## config.mk

```make
export PLATFORM = sky130hd
export DESIGN_NAME = cpsat_ctrl
export DESIGN_NICKNAME = d
export VERILOG_FILES = /design/src/rtl/cpsat_pkg.sv /design/src/rtl/cpsat_ctrl.sv
export SDC_FILE = /design/constraint.sdc
export NUM_CORES = 1
export LEC_CHECK = 0
export BUFFER_PORTS_ARGS = -buffer_cell sky130_fd_sc_hd__buf_2
export CAP_MARGIN = 10
export CORE_ASPECT_RATIO = 1.1
export CORE_MARGIN = 5
export CORE_UTILIZATION = 64
export CTS_BUF_LIST = sky130_fd_sc_hd__clkbuf_4
export DETAILED_ROUTE_END_ITERATION = 7
export GPL_TIMING_DRIVEN = 0
export PLACE_DENSITY = 0.86
export SLEW_MARGIN = 30
export SYNTH_ARGS = -nofsm -noshare
export SYNTH_HDL_FRONTEND = slang
export SYNTH_SLANG_ARGS = --single-unit
export TNS_END_PERCENT = 5
```

## constraint.sdc

```tcl
create_clock -name clk -period 6.75 [get_ports clk]
set_input_delay 0.675 -clock clk [delete_from_list [all_inputs] [get_ports clk]]
set_output_delay 0.675 -clock clk [all_outputs]
set_load 0.05 [all_outputs]
```

## src/rtl/cpsat_pkg.sv

```systemverilog
`timescale 1ns / 1ps
// Shared types and constants of the convex polygon separating-axis test unit.
// Used by the controller, the datapath and the top level; depends on nothing.

package cpsat_pkg;

	localparam int MAX_VERTICES = 8;
	localparam int IDX_W = $clog2(MAX_VERTICES);
	localparam int CNT_W = $clog2(MAX_VERTICES + 1);
	localparam int MIN_VERTICES = 3;

	localparam int SQRT_STEPS = 31;
	localparam int DIV_STEPS = 16;
	localparam int IT_W = 5;

	localparam logic [1:0] OP_LOAD_A = 2'd0;
	localparam logic [1:0] OP_LOAD_B = 2'd1;
	localparam logic [1:0] OP_EVAL = 2'd2;

	localparam logic [1:0] STATUS_OK = 2'd0;
	localparam logic [1:0] STATUS_FEW = 2'd1;
	localparam logic [1:0] STATUS_OVF = 2'd2;

	localparam logic [15:0] Q14_ONE = 16'd16384;

	localparam logic [4:0] DP_NOP = 5'd0;
	localparam logic [4:0] DP_LOAD = 5'd1;
	localparam logic [4:0] DP_START = 5'd2;
	localparam logic [4:0] DP_LATCH0 = 5'd3;
	localparam logic [4:0] DP_EDGE = 5'd4;
	localparam logic [4:0] DP_NORM = 5'd5;
	localparam logic [4:0] DP_SQ1 = 5'd6;
	localparam logic [4:0] DP_SQ2 = 5'd7;
	localparam logic [4:0] DP_SQRT = 5'd8;
	localparam logic [4:0] DP_DIVINIT_X = 5'd9;
	localparam logic [4:0] DP_DIVINIT_Y = 5'd10;
	localparam logic [4:0] DP_DIV = 5'd11;
	localparam logic [4:0] DP_QY = 5'd12;
	localparam logic [4:0] DP_PMUL = 5'd13;
	localparam logic [4:0] DP_PACC = 5'd14;
	localparam logic [4:0] DP_AXIS = 5'd15;
	localparam logic [4:0] DP_MISS = 5'd16;
	localparam logic [4:0] DP_FMUL = 5'd17;
	localparam logic [4:0] DP_FLIP = 5'd18;
	localparam logic [4:0] DP_PUSH = 5'd19;

	typedef struct packed {
		logic [4:0] op;
		logic rd;
		logic sel;
		logic [IDX_W-1:0] idx;
		logic first;
	} cmd_t;

	typedef struct packed {
		logic [CNT_W-1:0] cnt_a;
		logic [CNT_W-1:0] cnt_b;
		logic err;
		logic zero;
		logic m_ok;
		logic gap;
	} stat_t;

endpackage

```

## src/rtl/cpsat_ctrl.sv

```systemverilog
`timescale 1ns / 1ps
// Controller state machine: sequences loads, edge normals, projections and
// result hand-off, and owns the output valid flag. Depends on cpsat_pkg.

module cpsat_ctrl (
	input logic clk,
	input logic arst_n,
	input logic s_tvalid,
	output logic s_tready,
	input logic [1:0] operation,
	output logic m_tvalid,
	input logic m_tready,
	output cpsat_pkg::cmd_t cmd,
	input cpsat_pkg::stat_t stat
);
	import cpsat_pkg::*;

	localparam logic [4:0] ST_IDLE = 5'd0;
	localparam logic [4:0] ST_RD0 = 5'd1;
	localparam logic [4:0] ST_RD1 = 5'd2;
	localparam logic [4:0] ST_EDGE = 5'd3;
	localparam logic [4:0] ST_NORM = 5'd4;
	localparam logic [4:0] ST_SQ1 = 5'd5;
	localparam logic [4:0] ST_SQ2 = 5'd6;
	localparam logic [4:0] ST_SQRT = 5'd7;
	localparam logic [4:0] ST_DXI = 5'd8;
	localparam logic [4:0] ST_DX = 5'd9;
	localparam logic [4:0] ST_DYI = 5'd10;
	localparam logic [4:0] ST_DY = 5'd11;
	localparam logic [4:0] ST_NQ = 5'd12;
	localparam logic [4:0] ST_PRD = 5'd13;
	localparam logic [4:0] ST_PMUL = 5'd14;
	localparam logic [4:0] ST_PACC = 5'd15;
	localparam logic [4:0] ST_AXIS = 5'd16;
	localparam logic [4:0] ST_FMUL = 5'd17;
	localparam logic [4:0] ST_FLIP = 5'd18;
	localparam logic [4:0] ST_DONE = 5'd19;

	logic [4:0] state_q, state_d;
	logic [IDX_W-1:0] ei_q, ei_d, vi_q, vi_d, ej;
	logic esel_q, esel_d, psel_q, psel_d;
	logic [IT_W-1:0] it_q, it_d;
	logic mvalid_q;
	logic [CNT_W-1:0] ecnt, pcnt, ei_inc, vi_inc;

	assign ecnt = esel_q ? stat.cnt_b : stat.cnt_a;
	assign pcnt = psel_q ? stat.cnt_b : stat.cnt_a;
	assign ei_inc = {1'b0, ei_q} + 1'b1;
	assign vi_inc = {1'b0, vi_q} + 1'b1;
	assign ej = (ei_inc == ecnt) ? '0 : ei_inc[IDX_W-1:0];
	assign s_tready = (state_q == ST_IDLE);
	assign m_tvalid = mvalid_q;

	always_comb begin
		state_d = state_q;
		ei_d = ei_q;
		vi_d = vi_q;
		esel_d = esel_q;
		psel_d = psel_q;
		it_d = it_q;
		cmd = '0;
		unique case (state_q)
			ST_IDLE: begin
				if (s_tvalid) begin
					case (operation)
						OP_LOAD_A: cmd.op = DP_LOAD;
						OP_LOAD_B: begin
							cmd.op = DP_LOAD;
							cmd.sel = 1'b1;
						end
						OP_EVAL: begin
							cmd.op = DP_START;
							ei_d = '0;
							esel_d = 1'b0;
							state_d = stat.err ? ST_DONE : ST_RD0;
						end
						default: ;
					endcase
				end
			end
			ST_RD0: begin
				cmd.rd = 1'b1;
				cmd.sel = esel_q;
				cmd.idx = ei_q;
				state_d = ST_RD1;
			end
			ST_RD1: begin
				cmd.op = DP_LATCH0;
				cmd.rd = 1'b1;
				cmd.sel = esel_q;
				cmd.idx = ej;
				state_d = ST_EDGE;
			end
			ST_EDGE: begin
				cmd.op = DP_EDGE;
				state_d = ST_NORM;
			end
			ST_NORM: begin
				if (stat.zero) begin
					cmd.op = DP_MISS;
					state_d = ST_DONE;
				end else if (stat.m_ok) begin
					state_d = ST_SQ1;
				end else begin
					cmd.op = DP_NORM;
				end
			end
			ST_SQ1: begin
				cmd.op = DP_SQ1;
				state_d = ST_SQ2;
			end
			ST_SQ2: begin
				cmd.op = DP_SQ2;
				it_d = '0;
				state_d = ST_SQRT;
			end
			ST_SQRT: begin
				cmd.op = DP_SQRT;
				it_d = it_q + 1'b1;
				if (it_q == IT_W'(SQRT_STEPS - 1)) state_d = ST_DXI;
			end
			ST_DXI: begin
				cmd.op = DP_DIVINIT_X;
				it_d = '0;
				state_d = ST_DX;
			end
			ST_DX: begin
				cmd.op = DP_DIV;
				it_d = it_q + 1'b1;
				if (it_q == IT_W'(DIV_STEPS - 1)) state_d = ST_DYI;
			end
			ST_DYI: begin
				cmd.op = DP_DIVINIT_Y;
				it_d = '0;
				state_d = ST_DY;
			end
			ST_DY: begin
				cmd.op = DP_DIV;
				it_d = it_q + 1'b1;
				if (it_q == IT_W'(DIV_STEPS - 1)) state_d = ST_NQ;
			end
			ST_NQ: begin
				cmd.op = DP_QY;
				cmd.rd = 1'b1;
				psel_d = 1'b0;
				vi_d = '0;
				state_d = ST_PMUL;
			end
			ST_PRD: begin
				cmd.rd = 1'b1;
				cmd.sel = psel_q;
				cmd.idx = vi_q;
				state_d = ST_PMUL;
			end
			ST_PMUL: begin
				cmd.op = DP_PMUL;
				state_d = ST_PACC;
			end
			ST_PACC: begin
				cmd.op = DP_PACC;
				cmd.sel = psel_q;
				cmd.first = (vi_q == '0);
				if (vi_inc < pcnt) begin
					vi_d = vi_inc[IDX_W-1:0];
					state_d = ST_PRD;
				end else if (!psel_q) begin
					psel_d = 1'b1;
					vi_d = '0;
					state_d = ST_PRD;
				end else begin
					state_d = ST_AXIS;
				end
			end
			ST_AXIS: begin
				if (stat.gap) begin
					cmd.op = DP_MISS;
					state_d = ST_DONE;
				end else begin
					cmd.op = DP_AXIS;
					if (ei_inc < ecnt) begin
						ei_d = ei_inc[IDX_W-1:0];
						state_d = ST_RD0;
					end else if (!esel_q) begin
						esel_d = 1'b1;
						ei_d = '0;
						state_d = ST_RD0;
					end else begin
						state_d = ST_FMUL;
					end
				end
			end
			ST_FMUL: begin
				cmd.op = DP_FMUL;
				state_d = ST_FLIP;
			end
			ST_FLIP: begin
				cmd.op = DP_FLIP;
				state_d = ST_DONE;
			end
			ST_DONE: begin
				if (!mvalid_q || m_tready) begin
					cmd.op = DP_PUSH;
					state_d = ST_IDLE;
				end
			end
			default: state_d = ST_IDLE;
		endcase
	end

	always_ff @(posedge clk or negedge arst_n) begin
		if (!arst_n) begin
			state_q <= ST_IDLE;
			ei_q <= '0;
			vi_q <= '0;
			esel_q <= 1'b0;
			psel_q <= 1'b0;
			it_q <= '0;
			mvalid_q <= 1'b0;
		end else begin
			state_q <= state_d;
			ei_q <= ei_d;
			vi_q <= vi_d;
			esel_q <= esel_d;
			psel_q <= psel_d;
			it_q <= it_d;
			if (cmd.op == DP_PUSH) mvalid_q <= 1'b1;
			else if (m_tready) mvalid_q <= 1'b0;
		end
	end

`ifndef SYNTHESIS
	a_sqrt_bound: assert property (@(posedge clk) disable iff (!arst_n)
		state_q == ST_SQRT |-> it_q <= IT_W'(SQRT_STEPS - 1))
		else $error("root iteration count out of range");
	a_edge_idx: assert property (@(posedge clk) disable iff (!arst_n)
		state_q == ST_RD0 |-> {1'b0, ei_q} < ecnt)
		else $error("edge index beyond vertex count");
	a_eval_start: assert property (@(posedge clk) disable iff (!arst_n)
		s_tvalid && s_tready && operation == OP_EVAL && !stat.err |=> state_q == ST_RD0)
		else $error("evaluate did not start the edge walk");
	a_push: assert property (@(posedge clk) disable iff (!arst_n)
		state_q == ST_DONE && (!mvalid_q || m_tready) |=> mvalid_q && state_q == ST_IDLE)
		else $error("result transfer not issued");
`endif

endmodule

```

Word level (Yosys, flattened, before mapping). Cells that the tools add are included.

Register bits: 19. Bits of input ports: 18. Output and inout bits: 13.

Add/sub/neg operators: 3. Magnitude comparators: 2. Eq/ne operators: 37. Muxes and demuxes: 50. Reductions and logical operators: 22.

Operator list (number): $pmux 5 s19 (1); $mux 5 (17); $pmux 5 s17 (1); $eq 5x4->1 const B (9); $eq 5x5->1 const B (6); $mux 3 (9); $eq 5x3->1 const B (4); $ne 2x2->1 const B (8); $pmux 3 s2 (2); $mux 1 (11); $eq 5x2->1 const B (2); $pmux 5 s2 (1); $reduce_and 5->1 (2); $reduce_or 2->1 (5); $ne 3x3->1 const B (3); $pmux 3 s3 (1); $add 3x1->4 const B (2); $lt 4x4->1 (2); $mux 4 (2); $reduce_bool 2->1 (4); $reduce_and 7->1 (1); $reduce_or 3->1 (2); $add 5x1->5 const B (1); $eq 5x1->1 const B (1); other kinds (15) (17).

Depth between registers and ports, before layout.
Depth in word-level cells: 7. Mapped depth: 8. Mapped depth without buffers: 8.

Worst setup path before layout. OpenSTA, ideal clock, no wires.

Kind: flip-flop to output port. From: register state_q[2]. To: output port cmd[4] (netlist bit). Data arrival time: 2.408 ns. Data required time: 6.075 ns. Path slack: 3.667 ns. Stages on the path, launching flop included: 7. Path buffers: 1. Cell sequence: dfrtp_1 -> buf_2 -> nor2_1 -> nand2_1 -> inv_1 -> nand3b_1 -> o21ai_0.

RTL lines: from (decl) (line cpsat_ctrl.sv:39) `logic [4:0] state_q, state_d;`; from (signal assigned) (line cpsat_ctrl.sv:220) `state_q <= state_d;`; to (decl) (line cpsat_ctrl.sv:13) `output cpsat_pkg::cmd_t cmd,`.

==> flow_metrics.py <==
metrics = {
    "outcome": {
        "outcome": "completed",
    },
    "worst_setup_path": {
        "critPathArrivalTime_ps": 2640,
        "cp-end-kind": "output port",
        "cp_max_fo": 7,
        "worstSetupStartpointType": "flop",
        "worst_path_dominant_cell_family": "buffers and inverters",
        "cp_slowest_cell": "mux2_2",
        "crit_buf_inv": 2,
        "path_class": "reg2out",
        "cpPeakStageDelay_ps": 390,
        "path_cells": "clkbuf_1 > mux2_2 > ha_1 > nand4_1 > nand3_1 > nor2_1 > nor2b_1 > a221o_1 > buf_2",
        "cp.required_ps": 6070,
    },
    "detailed_routing": {
        "dr_wl_met3_um": 388,
        "drt_pass1_iterations": 7,
        "finalWirelength_um": 5193,
        "drc": 0,
        "wire_per_inst_um": 16.97,
        "dr_wl_met2_um": 2478,
        "viasPerCell": 6.513,
        "topRoutingLayerUsed": "met4",
        "vias": 1993,
        "wl_met1_um": 2231,
        "antenna_left": 0,
        "drtIter0Drc": 220,
    },
    "global_route": {
        "grt_pass1_wl_um": 8749,
        "grt_use_total_pct": 25.34,
        "grt_antenna_before_repair": 0,
        "grt_pass1_vias": 1921,
        "grt_max_degree": 20,
        "grt_overflow": 0,
    },
    "synth": {
        "syn_nets": 269,
        "syn_area_per_cell_um2": 8.217,
        "synthMuxAreaShare_pct": 5.502,
        "synth_xor_xnor_area_share_pct": 2.239,
        "synth_top_family_by_area": "simple AND/OR/NAND/NOR gates",
        "synth_top_cell_by_area": "dfrtp_1",
        "syn_inst": 238,
        "synthesis.area_um2": 1956,
        "yosysMostFrequentCell": "nand2_1",
        "yosys.area_share.adder_pct": 8.317,
        "ys_types": 66,
        "synth_edf_count": 0,
        "synthSimpleGateAreaFrac_pct": 26.42,
        "synthFlopType": "dfrtp_1",
        "yosys_register_bits": 19,
        "synth_compound_area_share_pct": 25.91,
        "seq_area_frac_synth_pct": 24.31,
        "netlist_top_cells_area": "dfrtp_1 (24%), ha_1 (8.3%), nand2_1 (4.4%), mux2i_1 (3.6%), o21ai_0 (3.3%)",
        "yosysWarnings": 0,
        "synth_top_area_share_pct": 24.31,
        "synthTopCellsByCount": "nand2_1 (23), dfrtp_1 (19), inv_1 (15)",
        "ys_async_sr_fraction_pct": 100.0,
    },
    "sta": {
        "min_period_ps": 3319,
        "rsz0062_at_grt": "no",
        "drv_slew": 0,
        "finClkSkew_ps": 15.22,
        "slew_headroom_pct": 57.44,
        "setup_tns_ps": 0,
        "worstMarginPinSlew_ps": 632.6,
        "setup_viol": 0,
        "hold_viol": 0,
        "period_share_pct": 49.18,
        "fmax_ghz": 0.3013,
    },
    "clock_network": {
        "root_buffer": "clkbuf_4",
        "cts.repair.resized": 0,
        "cts-buffers-inserted": 3,
        "clock_latency_ps": 320,
        "clk_pin_slew_ps": 140,
        "clock-sinks": 19,
        "cts.htree.levels": 1,
        "hold_buffers": 0,
        "clock_path_buffers": 2,
        "post_cts_buffers": 0,
        "cts_tree": "built",
    },
    "layout": {
        "multi_input_area_um2": 1338,
        "drive_above_1_share_pct": 22.79,
        "syn_to_final_growth_pct": 11.39,
        "final_nets": 304,
        "final_core_util_pct": 72.72,
        "diodes": 0,
        "fillers": 243,
        "regArea_um2": 475.5,
    },
    "die": {
        "top_level_ports": 31,
        "core_area_um2": 2995,
        "die_h_um": 67.98,
        "die_x_um": 62.71,
        "initial_core_util_pct": 65.29,
        "rows": 21,
        "dieArea_um2": 4262,
    },
    "placed_design": {
        "dp_hpwl_um": 4016,
        "gp_congestion": 0.9159,
        "port_buffers": 30,
    },
    "worst_hold_path": {
        "hp-class": "in2async",
    },
    "power_and_ir_drop": {
        "ir_drop_mv": 0.3897,
        "power.leakage_uw": 0.001076,
        "p_per_area_nw_per_um2": 491.3,
    },
    "job": {
        "cap_viol_max_count": 0,
    },
}
-- routing by layer --
metal,vias up,GRT usage (%)
met3,16,2.956
met4,0,8.223
met1,919,32.16
met5,-,0
li1,953,-
met2,105,45.21
-- sequential cells by signal, summed over array words and instances, names as in the netlist --
signal    count
state_q       5
ei_q          3
esel_q        1
it_q          5
m_tvalid      1
psel_q        1
vi_q          3
-- worst register-to-register path: cells and delay by family, from the launching register on --
family,cells,cell delay [ps]
buf+inv,1,370
compound gates,2,460
mux,2,740
simple gates,2,320
fa+ha+maj,1,170
flops,1,350
-- cells by family after synthesis --
family / after synthesis
mux: 10
fa+ha+maj: 13
compound gates: 68
simple gates: 93
buf+inv: 30
xor+xnor: 5
flops: 19
-- per-stage QoR --
stage	hold WS (ps)	setup slack [ps]	area (um^2)	power, uW	instances
floorplan	379.4	3667	1956	817.0	238
global placement	490.8	3867	2148	979.3	302
detailed placement	513.5	3830	2148	990.6	302
CTS	287.7	3472	2178	1059	306
global route	300.5	3266	2178	1152	306
finish	264.6	3431	2178	1070	306
-- cell type report --
cell class                 instances  area share [%]
buffer                            15           3.963
clock buffer                       3           1.034
clock inverter                     1          0.3446
inverter                          15           2.585
multi-input combinational        189           61.40
sequential                        19           21.83
tap                               34           1.953
timing repair buffer              30           6.893
-- cells in the final DEF, fill, tap and decap left out, types with 5 or more instances in the layout --
master,count
a21o_1,5
a21oi_1,9
a31oi_1,6
buf_2,39
dfrtp_1,19
ha_1,13
inv_1,15
mux2i_1,7
nand2_1,23
nand3_1,10
nor2_1,13
nor3_1,8
o21ai_0,13
-- path summary, 6_finish.rpt --
kind | startpoint | end | slack [ps] | cells after the start
min in group clk | it_q[4]$_DFFE_PN0P_ | it_q[4]$_DFFE_PN0P_ | 550 | 2
worst min-delay path | arst_n | state_q[1]$_DFFE_PN0P_ | 260 | 1
max in group asynchronous | arst_n | m_tvalid$_DFFE_PN0P_ | 6170 | 1
worst min register to register | it_q[4]$_DFFE_PN0P_ | it_q[4]$_DFFE_PN0P_ | 550 | 2
worst max-delay path | esel_q$_DFFE_PN0P_ | cmd[1] | 3430 | 9
worst max register to register | esel_q$_DFFE_PN0P_ | ei_q[0]$_DFFE_PN0P_ | 4260 | 8
-- where the power goes --
group	leakage (uW)	internal, uW	switching, uW
clock network	0.0000139	22.7	44.0
registers	0.000239	151	34.1
logic	0.000823	276	542
(Power assumes the default switching activity.)
